===== config.mk =====
export PLATFORM = sky130hd
export DESIGN_NAME = modbus_rtu_frame_checker_unit_flat
export DESIGN_NICKNAME = d
export VERILOG_FILES = /design/src/rtl/core/mrfc_pkg.sv /design/src/rtl/core/mrfc_in_if.sv /design/src/rtl/core/mrfc_out_if.sv /design/src/rtl/core/mrfc_frame_eng.sv /design/src/rtl/core/mrfc_out_fifo.sv /design/src/rtl/core/modbus_rtu_frame_checker_unit.sv /design/src/flat_wrapper.sv
export SDC_FILE = /design/constraint.sdc
export NUM_CORES = 1
export LEC_CHECK = 0
export ABC_AREA = 1
export BUFFER_PORTS_ARGS = -buffer_cell sky130_fd_sc_hd__buf_2
export CAP_MARGIN = 20
export CORE_UTILIZATION = 61
export CTS_BUF_LIST = sky130_fd_sc_hd__clkbuf_16
export CTS_CLUSTER_DIAMETER = 200
export DETAILED_ROUTE_END_ITERATION = 7
export GPL_TIMING_DRIVEN = 0
export PLACE_DENSITY = 0.84
export SLEW_MARGIN = 20
export SYNTH_ARGS = -nofsm -noshare
export SYNTH_HDL_FRONTEND = slang
export SYNTH_SLANG_ARGS = --single-unit

===== constraint.sdc =====
create_clock -name i_clk -period 3.35 [get_ports i_clk]
set_clock_uncertainty 0.05 [all_clocks]
set_input_delay 0 -clock i_clk [delete_from_list [all_inputs] [get_ports i_clk]]
set_output_delay 0 -clock i_clk [all_outputs]
set_load 0.005 [all_outputs]

===== src/rtl/core/mrfc_pkg.sv =====
package mrfc_pkg;

    // Frame size limit and derived counter width
    localparam int MAX_FRAME = 255;
    localparam int CNT_W     = $clog2(MAX_FRAME + 1);

    localparam logic [15:0] CRC_INIT = 16'hFFFF;
    localparam logic [15:0] CRC_POLY = 16'hA001;

    // Configuration register defaults
    localparam logic       MASTER_MODE_RST    = 1'b1;
    localparam logic [7:0] OWN_ADDRESS_RST    = 8'h40;
    localparam logic [7:0] EXPECTED_SLAVE_RST = 8'h00;
    localparam logic [7:0] BROADCAST_ADDR     = 8'h00;

    localparam int CFG_IDX_W  = 2;
    localparam int CFG_DATA_W = 8;

    typedef enum logic [CFG_IDX_W-1:0] {
        CFG_MASTER_MODE    = 2'd0,
        CFG_OWN_ADDRESS    = 2'd1,
        CFG_EXPECTED_SLAVE = 2'd2
    } t_cfg_idx;

    typedef enum logic [2:0] {
        ST_OK      = 3'd0,
        ST_ADDR    = 3'd1,
        ST_SHORT   = 3'd2,
        ST_CRC     = 3'd3,
        ST_OVERRUN = 3'd4
    } t_status;

    typedef enum logic {
        KIND_PAYLOAD = 1'b0,
        KIND_STATUS  = 1'b1
    } t_kind;

    typedef logic [CNT_W-1:0] t_cnt;

    typedef struct packed {
        t_kind      out_kind;
        logic [7:0] data_byte;
        t_status    status;
        logic [7:0] payload_length;
        logic       last;
    } t_result;

    // Up to two result beats written per processed byte, in order
    typedef struct packed {
        logic    v0;
        logic    v1;
        t_result item0;
        t_result item1;
    } t_push;

    localparam int FIFO_DEPTH = 4;
    localparam int FIFO_AW    = $clog2(FIFO_DEPTH);

    // One byte of CRC-16/Modbus, reflected
    function automatic logic [15:0] crc_byte(input logic [15:0] c, input logic [7:0] b);
        logic [15:0] r;
        r = c ^ {8'h00, b};
        for (int k = 0; k < 8; k++) begin
            if (r[0]) begin
                r = (r >> 1) ^ CRC_POLY;
            end else begin
                r = r >> 1;
            end
        end
        return r;
    endfunction

endpackage


===== src/rtl/core/mrfc_in_if.sv =====
interface mrfc_in_if;
    logic       valid;
    logic       ready;
    logic [7:0] rx_byte;
    logic       frame_end;

    modport source (output valid, output rx_byte, output frame_end, input ready);
    modport sink   (input valid, input rx_byte, input frame_end, output ready);
endinterface


===== src/rtl/core/mrfc_out_if.sv =====
interface mrfc_out_if;
    logic       valid;
    logic       ready;
    logic       out_kind;
    logic [7:0] data_byte;
    logic [2:0] status;
    logic [7:0] payload_length;
    logic       last;

    modport source (output valid, output out_kind, output data_byte, output status,
                    output payload_length, output last, input ready);
    modport sink   (input valid, input out_kind, input data_byte, input status,
                    input payload_length, input last, output ready);
endinterface


===== src/rtl/core/mrfc_frame_eng.sv =====
module mrfc_frame_eng
    import mrfc_pkg::*;
(
    input  logic       i_clk,
    input  logic       i_rst_n,
    input  logic       i_go,
    input  logic [7:0] i_byte,
    input  logic       i_end,
    input  logic       i_master_mode,
    input  logic [7:0] i_own_address,
    input  logic [7:0] i_expected_slave,
    output t_push      o_push
);

    t_cnt        r_count, n_count;
    logic [15:0] r_crc, n_crc;
    logic [7:0]  r_older, n_older;
    logic [7:0]  r_newer, n_newer;
    logic        r_addr_ok, n_addr_ok;
    logic        r_ovr, n_ovr;

    logic        take;
    logic        pay_v;
    logic [7:0]  match_addr;
    logic [15:0] rx_crc;
    t_cnt        diff;
    logic [CNT_W+7:0] diff_wide;
    logic [7:0]  plen;
    t_status     st;
    t_result     pay_item;
    t_result     st_item;

    always_comb begin
        take       = (r_count < t_cnt'(MAX_FRAME));
        match_addr = i_master_mode ? i_expected_slave : i_own_address;

        n_count   = r_count;
        n_crc     = r_crc;
        n_older   = r_older;
        n_newer   = r_newer;
        n_addr_ok = r_addr_ok;
        n_ovr     = r_ovr | ~take;
        pay_v     = take && (r_count >= t_cnt'(3));

        if (take) begin
            if (r_count == '0) begin
                n_addr_ok = (i_byte == BROADCAST_ADDR) || (i_byte == match_addr);
            end
            if (r_count >= t_cnt'(2)) begin
                n_crc = crc_byte(r_crc, r_older);
            end
            n_older = r_newer;
            n_newer = i_byte;
            n_count = r_count + t_cnt'(1);
        end

        // Frame-end check on the updated frame state
        rx_crc = {n_newer, n_older};
        priority if (!n_addr_ok) begin
            st = ST_ADDR;
        end else if (n_ovr) begin
            st = ST_OVERRUN;
        end else if (n_count < t_cnt'(4)) begin
            st = ST_SHORT;
        end else if (n_crc != rx_crc) begin
            st = ST_CRC;
        end else begin
            st = ST_OK;
        end

        diff      = (n_count > t_cnt'(3)) ? (n_count - t_cnt'(3)) : '0;
        diff_wide = {8'h00, diff};
        plen      = (diff_wide > (CNT_W+8)'(255)) ? 8'hFF : diff_wide[7:0];

        pay_item.out_kind       = KIND_PAYLOAD;
        pay_item.data_byte      = r_older;
        pay_item.status         = ST_OK;
        pay_item.payload_length = 8'h00;
        pay_item.last           = 1'b0;

        st_item.out_kind       = KIND_STATUS;
        st_item.data_byte      = 8'h00;
        st_item.status         = st;
        st_item.payload_length = plen;
        st_item.last           = 1'b1;

        o_push.v0    = i_go && (pay_v || i_end);
        o_push.v1    = i_go && pay_v && i_end;
        o_push.item0 = pay_v ? pay_item : st_item;
        o_push.item1 = st_item;
    end

    always_ff @(posedge i_clk) begin
        if (!i_rst_n) begin
            r_count   <= '0;
            r_crc     <= CRC_INIT;
            r_older   <= 8'h00;
            r_newer   <= 8'h00;
            r_addr_ok <= 1'b0;
            r_ovr     <= 1'b0;
        end else if (i_go) begin
            if (i_end) begin
                r_count   <= '0;
                r_crc     <= CRC_INIT;
                r_older   <= 8'h00;
                r_newer   <= 8'h00;
                r_addr_ok <= 1'b0;
                r_ovr     <= 1'b0;
            end else begin
                r_count   <= n_count;
                r_crc     <= n_crc;
                r_older   <= n_older;
                r_newer   <= n_newer;
                r_addr_ok <= n_addr_ok;
                r_ovr     <= n_ovr;
            end
        end
    end

endmodule


===== src/rtl/core/mrfc_out_fifo.sv =====
module mrfc_out_fifo
    import mrfc_pkg::*;
(
    input  logic    i_clk,
    input  logic    i_rst_n,
    input  t_push   i_push,
    output logic    o_room2,
    output logic    o_valid,
    output t_result o_item,
    input  logic    i_pop
);

    t_result             r_mem [FIFO_DEPTH];
    logic [FIFO_AW-1:0]  r_wp, r_rp;
    logic [FIFO_AW:0]    r_cnt;
    logic                pop;
    logic [FIFO_AW:0]    n_push;
    logic [FIFO_AW-1:0]  wp1;

    always_comb begin
        pop     = i_pop && (r_cnt != '0);
        n_push  = (FIFO_AW+1)'(i_push.v0) + (FIFO_AW+1)'(i_push.v1);
        wp1     = r_wp + FIFO_AW'(1);
        o_room2 = (r_cnt <= (FIFO_AW+1)'(FIFO_DEPTH - 2));
        o_valid = (r_cnt != '0);
        o_item  = r_mem[r_rp];
    end

    always_ff @(posedge i_clk) begin
        if (i_push.v0) begin
            r_mem[r_wp] <= i_push.item0;
        end
        if (i_push.v1) begin
            r_mem[wp1] <= i_push.item1;
        end
    end

    always_ff @(posedge i_clk) begin
        if (!i_rst_n) begin
            r_wp  <= '0;
            r_rp  <= '0;
            r_cnt <= '0;
        end else begin
            r_wp  <= r_wp + n_push[FIFO_AW-1:0];
            r_rp  <= r_rp + FIFO_AW'(pop);
            r_cnt <= r_cnt + n_push - (FIFO_AW+1)'(pop);
        end
    end

endmodule


===== src/rtl/core/modbus_rtu_frame_checker_unit.sv =====
// Modbus RTU receive frame checker: address filter, CRC-16/Modbus check, payload pass-out.
// Path: an accepted byte is held in the input register, and its result beats are then written
//   into the result queue, whose head is offered on the output.
// Throughput: one byte per cycle; a frame-end byte with a payload beat makes two output
//   beats, drained one a cycle while the output is ready from a four-entry result queue;
//   input stalls only while more than two beats wait in the queue.
// Reset (i_rst_n, synchronous, active low): frame state cleared, queue emptied,
//   configuration back to master mode, own address 0x40, expected slave 0.
module modbus_rtu_frame_checker_unit
    import mrfc_pkg::*;
(
    input  logic                  i_clk,
    input  logic                  i_rst_n,
    mrfc_in_if.sink               i_in,
    mrfc_out_if.source            o_out,
    input  logic                  i_cfg_we,
    input  logic [CFG_IDX_W-1:0]  i_cfg_idx,
    input  logic [CFG_DATA_W-1:0] i_cfg_data
);

    // Configuration registers
    logic       r_master_mode;
    logic [7:0] r_own_address;
    logic [7:0] r_expected_slave;

    // Input register: one beat held ahead of the frame engine
    logic       r_in_valid;
    logic [7:0] r_in_byte;
    logic       r_in_end;

    logic       go;
    logic       room2;
    t_push      push;
    t_result    head;

    // The engine steps whenever a held beat exists and the queue can take two results.
    assign go         = r_in_valid && room2;
    assign i_in.ready = !r_in_valid || go;

    always_ff @(posedge i_clk) begin
        if (!i_rst_n) begin
            r_master_mode    <= MASTER_MODE_RST;
            r_own_address    <= OWN_ADDRESS_RST;
            r_expected_slave <= EXPECTED_SLAVE_RST;
        end else if (i_cfg_we) begin
            unique case (i_cfg_idx)
                CFG_MASTER_MODE:    r_master_mode    <= i_cfg_data[0];
                CFG_OWN_ADDRESS:    r_own_address    <= i_cfg_data;
                CFG_EXPECTED_SLAVE: r_expected_slave <= i_cfg_data;
                default: begin
                    // unused index: write ignored
                end
            endcase
        end
    end

    always_ff @(posedge i_clk) begin
        if (!i_rst_n) begin
            r_in_valid <= 1'b0;
        end else if (i_in.ready) begin
            r_in_valid <= i_in.valid;
        end
    end

    always_ff @(posedge i_clk) begin
        if (i_in.valid && i_in.ready) begin
            r_in_byte <= i_in.rx_byte;
            r_in_end  <= i_in.frame_end;
        end
    end

    // Address, CRC and length state per frame; emits payload and status beats
    mrfc_frame_eng u_eng (
        .i_clk            (i_clk),
        .i_rst_n          (i_rst_n),
        .i_go             (go),
        .i_byte           (r_in_byte),
        .i_end            (r_in_end),
        .i_master_mode    (r_master_mode),
        .i_own_address    (r_own_address),
        .i_expected_slave (r_expected_slave),
        .o_push           (push)
    );

    // Result queue decouples the output handshake from the engine
    mrfc_out_fifo u_fifo (
        .i_clk   (i_clk),
        .i_rst_n (i_rst_n),
        .i_push  (push),
        .o_room2 (room2),
        .o_valid (o_out.valid),
        .o_item  (head),
        .i_pop   (o_out.ready)
    );

    assign o_out.out_kind       = head.out_kind;
    assign o_out.data_byte      = head.data_byte;
    assign o_out.status         = head.status;
    assign o_out.payload_length = head.payload_length;
    assign o_out.last           = head.last;

endmodule

===== src/flat_wrapper.sv =====
// flat-port wrapper written by rule: the top's interface ports become plain ports
module modbus_rtu_frame_checker_unit_flat import mrfc_pkg::*;
  (i_clk, i_rst_n, i_cfg_we, i_cfg_idx, i_cfg_data, i_in_valid, i_in_rx_byte, i_in_frame_end, i_in_ready, o_out_valid, o_out_out_kind, o_out_data_byte, o_out_status, o_out_payload_length, o_out_last, o_out_ready);
  mrfc_in_if i_in_i ();
  mrfc_out_if o_out_i ();
  input  logic i_clk;
  input  logic i_rst_n;
  input  logic i_cfg_we;
  input  logic [CFG_IDX_W-1:0] i_cfg_idx;
  input  logic [CFG_DATA_W-1:0] i_cfg_data;
  input wire logic [$bits(i_in_i.valid)-1:0] i_in_valid;
  input wire logic [$bits(i_in_i.rx_byte)-1:0] i_in_rx_byte;
  input wire logic [$bits(i_in_i.frame_end)-1:0] i_in_frame_end;
  output wire logic [$bits(i_in_i.ready)-1:0] i_in_ready;
  output wire logic [$bits(o_out_i.valid)-1:0] o_out_valid;
  output wire logic [$bits(o_out_i.out_kind)-1:0] o_out_out_kind;
  output wire logic [$bits(o_out_i.data_byte)-1:0] o_out_data_byte;
  output wire logic [$bits(o_out_i.status)-1:0] o_out_status;
  output wire logic [$bits(o_out_i.payload_length)-1:0] o_out_payload_length;
  output wire logic [$bits(o_out_i.last)-1:0] o_out_last;
  input wire logic [$bits(o_out_i.ready)-1:0] o_out_ready;
  assign i_in_i.valid = i_in_valid;
  assign i_in_i.rx_byte = i_in_rx_byte;
  assign i_in_i.frame_end = i_in_frame_end;
  assign i_in_ready = i_in_i.ready;
  assign o_out_valid = o_out_i.valid;
  assign o_out_out_kind = o_out_i.out_kind;
  assign o_out_data_byte = o_out_i.data_byte;
  assign o_out_status = o_out_i.status;
  assign o_out_payload_length = o_out_i.payload_length;
  assign o_out_last = o_out_i.last;
  assign o_out_i.ready = o_out_ready;
  modbus_rtu_frame_checker_unit u_core (.i_clk(i_clk), .i_rst_n(i_rst_n), .i_in(i_in_i), .o_out(o_out_i), .i_cfg_we(i_cfg_we), .i_cfg_idx(i_cfg_idx), .i_cfg_data(i_cfg_data));
endmodule

After elaboration in Yosys (flattened, before gate mapping)
Memory sizes are Yosys's and may differ from the RTL's. A register that Yosys moved wholly into a read port is not among the register bits.
Cells that the tools add are included.
- $add $sub $neg: 8
- equality and inequality tests: 4
- order comparisons: 6
- bitwise gates (word level): 11
- reduce and logical (&&, ||, !) cells: 18
- mux-type cells: 47
- operators with widths (cell ; number):
    two-way mux 16 bit ; 25
    two-way mux 8 bit ; 8
    inverter 2 -> 3 bit ; 8
    two-way mux 21 bit ; 1
    greater-or-equal comparator 8 x 2 -> 1 bit, second input constant ; 2
    logical NOT 8 bit ; 2
    != test 16 bit ; 1
    bitwise XOR 16 x 8 -> 16 bit ; 1
    adder 8 x 1 -> 8 bit, second input constant ; 1
    == test 8 bit ; 1
    > comparator 8 x 2 -> 1 bit, second input constant ; 1
    < comparator 8 x 3 -> 1 bit, second input constant ; 1
    < comparator 8 bit, second input constant ; 1
    two-way mux 1 bit ; 8
    subtractor 8 x 2 -> 8 bit, second input constant ; 1
    logical AND 1 bit ; 7
    two-way mux 2 bit ; 3
    two-way mux 3 bit ; 2
    AND reduction 2 bit ; 3
    adder 3 x 2 -> 3 bit ; 1
    less-or-equal comparator 3 x 2 -> 1 bit, second input constant ; 1
    logical OR 1 bit ; 3
    nonzero test 3 bit ; 1
    subtractor 3 x 1 -> 3 bit ; 1
    10 further kinds ; 10
- word-level logic and storage cells: 110
- memory bits (writable): 84
- input port bits: 24
- output and inout bits: 23
- memories kept: 1
- flip-flop bits (word level): 76
- memory list (memory ; words ; width ; read ports ; clocked after memory_dff ; wr ports ; line ; text):
    u_core.u_fifo.r_mem ; 4 ; 21 ; 1 ; 1 ; 2 ; mrfc_out_fifo.sv:13 ; t_result r_mem [FIFO_DEPTH];

Logic depth before layout (Yosys ltp)
- depth after elaboration: 39
- depth in mapped cells: 19
- gate-level depth less buffers: 18

Cells and area by module
Synthesis repeated with hierarchy kept, for this count alone.
- cells, all modules: 1256
- area total of the unflattened synthesis: 9238.9 µm²
- by module, submodules not included (module ; sequential area each (µm²) ; times used ; cells each ; area an instance (µm²)):
    mrfc_out_fifo ; 2662.6 ; 1 ; 514 ; 4628.2
    mrfc_frame_eng ; 840.8 ; 1 ; 618 ; 3578.4
    modbus_rtu_frame_checker_unit ; 630.6 ; 1 ; 124 ; 1032.2

Least setup slack after synthesis
No wires, ideal clock.
- path kind: flip-flop to flip-flop
- from: reg u_core.u_eng.r_count[1]
- to: reg u_core.u_fifo.r_cnt[2]
- stages on the path, launching flop included: 19
- arrival: 2.705 ns
- path slack: 0.468 ns
- clock period less this slack: 2.882 ns
- buffers on the path: 0
- library setup time: 0.128 ns
- required time: 3.172 ns
- cells stage by stage: dfxtp_1 -> ha_1 -> inv_1 -> nor2_2 -> nand2_2 -> inv_2 -> a21oi_2 -> o21ai_1 -> inv_1 -> ha_1 -> inv_1 -> ha_1 -> inv_1 -> ha_1 -> inv_1 -> fa_1 -> xor2_1 -> inv_1 -> nor2_1
- word-level cells in the longest chain between the ends: 7
- elaborated cells between the ends (all ways): 10
- those cells by class: add/sub (3); order compare (2); reduce/logical (5)
- ends and longest elaborated chain (element ; line ; text):
    start, declared ; mrfc_frame_eng.sv:15 ; t_cnt r_count, n_count;
    start signal, assigned ; mrfc_frame_eng.sv:110 ; r_count <= n_count;
    < comparator 8 bit / greater-or-equal comparator 8 x 2 -> 1 bit (equally long branches) ; mrfc_frame_eng.sv:34, mrfc_frame_eng.sv:43 ;
    logical AND 1 bit (*) ; mrfc_frame_eng.sv:43 ; pay_v = take && (r_count >= t_cnt'(3));
    logical OR 1 bit / logical AND 1 bit (equally long branches) ; mrfc_frame_eng.sv:87, mrfc_frame_eng.sv:88 ;
    logical AND 1 bit (on tied branches) ; mrfc_frame_eng.sv:87, mrfc_frame_eng.sv:88 ;
    adder 1 x 1 -> 2 bit (*) ; mrfc_out_fifo.sv:22 ; n_push = (FIFO_AW+1)'(i_push.v0) + (FIFO_AW+1)'(i_push.v1);
    adder 3 x 2 -> 3 bit (*) ; mrfc_out_fifo.sv:46 ; r_cnt <= r_cnt + n_push - (FIFO_AW+1)'(pop);
    subtractor 3 x 1 -> 3 bit (*) ; mrfc_out_fifo.sv:46 ;
    end signal, assigned ; mrfc_out_fifo.sv:46 ;
    end, declared ; mrfc_out_fifo.sv:15 ; logic [FIFO_AW:0] r_cnt;
Every way passes the cells marked *; elsewhere a longest branch is shown, timed or not.
A chain may end at the register's enable or synchronous reset.

==> summary.txt <==
P per Cell Area = 587.8 nW/um^2
Combinational family with the most area after synthesis = simple AND/OR/NAND/NOR gates
Area growth syn-to-layout = 16.42%
Routed WL = 22.93 mm
Yosys cell types = 40
Count of input and output buffers = 46
CORE AREA = 12820 sq um
Post-Synth Adder-Cell Area = 0.01777
DRC = 0
Sequential power share = 0.406
Run status = finished, final reports clean
Global-route wire length before repair = 36.11 mm
CP Buf/Inv Count = 4
Synth async-reset ratio = 0
Clk buf depth = 2
GRT met1 Usage = 0.4073
Synth top area cells = dfxtp_1 25%, edfxtp_1 19%, nand2_1 14%
CTS tree = built
Routed length per placed instance = 16.27 um
CP delay by family, top = simple AND/OR/NAND/NOR gates
Largest net degree at the start of global routing = 17
Most frequent cells in the layout = 300 x nand2_1, 173 x nor2_1, 117 x o21ai_0, 108 x inv_1, 101 x dfxtp_1
Power share of the combinational group = 0.233
Routed via count = 8048
Leak Pwr = 4.098 nW
H-tree levels = 4
Data arrival at the endpoint of the critical path = 3430 ps
Clk_lat worst skew = 430 ps
Crit path max fanout = 12
Routability cong. = 0.9312
Max IR drop VDD = 0.0004030 V
Mux share of post-synthesis cell area = 0
Max-Cap Viols = 0
Internal power = 3.893 mW
Die Y = 117.7 um
Slowest Stage Delay on Critical Path = 550 ps
Vias in the first global route = 7422
Hold Path Stages = 4
Min-delay worst type = input pin to flop
Slew at the pin with the worst max-slew slack = 920.5 ps
Area share of the leading cell type in the synthesized netlist = 0.2525
CP cell instances = ha_1 > inv_1 > nor2_2 > nand2_2 > inv_6 > a21oi_4 > inv_4 > nor2_4 > nand2_1 > nand2_1 > nand2_1 > buf_2 > nor2_1
CP most frequent cell = nand2_1
Net Sw Frac = 0.3034
Fill count = 977
Yosys top cell by area = dfxtp_1
Setup violations, final = 0
Cells after Synth = 1134
Reg2reg path depth = 13
FF+latch count, synth = 156
Post-synthesis sequential area ratio = 0.4474
Initial antenna violation count = 0
All-Layer GR Usage = 0.3350
# rows = 41
Psw = 1.696 mW
Via/cell ratio = 5.712
WS Path Type = flop to flop
Number of synthesized flops with an enable pin = 53
Most common cell after layout, fill and taps aside = nand2_1
Min Tclk post-route = 3213 ps
Total Negative Setup Slacks = 0 ps
Syn. warnings = 0
Detail Placement HPWL = 14.90 mm
Post-Synth Simple-Gate Area = 0.2870
GR met3 Demand/Resource = 0.05378
Clock share of power = 0.361
Root Buffer = clkbuf_16
Grt total ovfl = 0
DIE AREA = 13850 sq um
Complex-gate fraction of the synthesized area = 0.1449
Final Hold Viols = 0
Most Crowded Layer GR = met2
Initial Util = 0.6368
Drt pass-1 iters = 6
Crit path depth = 13
Die X-Extent = 117.7 um
Slew Limit Fails = 0
Synthesized Nets = 1169
Clock slew at reported path FFs = 60 ps
Syn avg cell area = 7.202 sq um
Max Freq = 311.3 MHz
Unrepaired setup endpoints after global routing = false
Final Util = 0.7414
Crit. End Element = flop
Nets = 1259
Num CTS Buffers = 17
Syn Std Cell Area = 8167 sq um
Crit start category = flop
Fin crit share = 0.9591
DRT antenna net count = 0
Synth Area in XOR/XNOR = 0.02359
Top Ports = 47
Initial DRC Count = 992
Headroom to the max-slew limit = 0.3816
GRT met2 Usage = 0.5691
Main synth FF type = dfxtp_1
Share of layout cells above drive strength 1 = 0.1035
Slowest CP cell = nand2_1
# diodes = 0
Sink Count = 156
Worst Path Required = 3570 ps
[per-layer routing]
layer | vias up | routed length, um
li1 | 3880 | -
met1 | 3674 | 9152
met2 | 419 | 11130
met3 | 75 | 1787
met4 | 0 | 859
met5 | - | 0
[worst reg2reg max path, cell delays in order, from the launching register on]
cell     delay (ps)
dfxtp_2         330
ha_1            200
inv_1           150
nor2_2           70
nand2_2         150
inv_6            70
a21oi_4         250
inv_4           110
nor2_4          190
nand2_1         280
nand2_1         550
nand2_1         200
buf_2           260
nor2_1          190
[state kept, by name (all words and copies together), names as in the netlist, 8 cells and up]
name / flops
u_core.u_fifo.r_mem: 80
u_core.u_eng.r_crc: 16
u_core.r_expected_slave: 8
u_core.r_in_byte: 8
u_core.r_own_address: 8
u_core.u_eng.r_count: 8
u_core.u_eng.r_newer: 8
u_core.u_eng.r_older: 8
[power by group through the flow]
stage | combinational (mW) | sequential (mW) | clock [mW]
final | 1.30 | 2.27 | 2.02
after global routing | 1.46 | 2.29 | 2.08
after CTS | 1.28 | 2.26 | 2.01
after detailed placement | 1.25 | 2.30 | 0
after global placement | 1.22 | 2.29 | 0
after floorplan | 0.824 | 2.27 | 0
[synth_stat cells (2+ instances only)]
cell and n:
o21ai_2 6, nand4_1 7, nand3_2 2, o22ai_1 20
ha_1 10, inv_1 104, edfxtp_1 53, buf_6 6
nor4_1 4, a21oi_2 2, nand3b_1 3, buf_2 11
clkbuf_1 27, xor2_1 15, nor3_1 4, nand2_2 5
o211ai_1 2, a21oi_1 59, nor2_1 173, buf_4 2
nor2_4 2, xnor2_1 7, o21ai_0 117, nand3_1 61
nor2_2 5, nand2_1 300, o21ai_1 10, dfxtp_1 103
inv_2 3
[kinds of logic after synthesis]
group | Yosys count
compound gates | 220
fa+ha+maj | 11
buf+inv | 155
simple gates | 570
xor+xnor | 22
flops | 156
[cell type report]
class                      count  area (sq um)  share of cell area
multi-input combinational    823          3897              0.4099
sequential                   156          3656              0.3845
timing repair buffer          71         475.5             0.05001
clock buffer                  17         425.4             0.04474
inverter                     108         412.9             0.04343
buffer                        47         242.7             0.02553
tap                          172         215.2             0.02263
clock inverter                15         182.7             0.01921
[path summary, 6_finish.rpt]
kind | startpoint | slack [ps] | endpoint
setup reg to reg | u_core.u_eng.r_count[0] | 140 | u_core.u_fifo.r_mem[1][8]
hold / removal | i_rst_n | 90 | u_core.u_fifo.r_cnt[1]
hold reg to reg | u_core.u_fifo.r_mem[1][0] | 400 | u_core.u_fifo.r_mem[1][0]
setup / recovery | u_core.u_eng.r_count[0] | 140 | u_core.u_fifo.r_mem[1][8]
[per-stage QoR]
stage                     area, sq um  cells  hold WS (ps)  setup WS, ps  power [mW]
final                            9508   1409         89.04         137.1       5.589
after floorplan                  8167   1134         48.87         467.8       3.096
after CTS                        9467   1407         76.15         64.44       5.554
after global placement           8612   1352         127.0         82.59       3.511
after global routing             9508   1409         125.1         1.155       5.834
after detailed placement         8612   1352         128.1         10.38       3.545
[repair_timing]
item / 4_1_cts / 5_1_grt
pin swaps: 0 / 1
gates resized for setup: 3 / 7
setup endpoints to repair: 1 / 24
endpoints found under the hold margin: 27 / 0
buffers inserted: 0 / 2
hold buffers: 23 / 0
No activity file was read; power rests on OpenSTA's default activity.
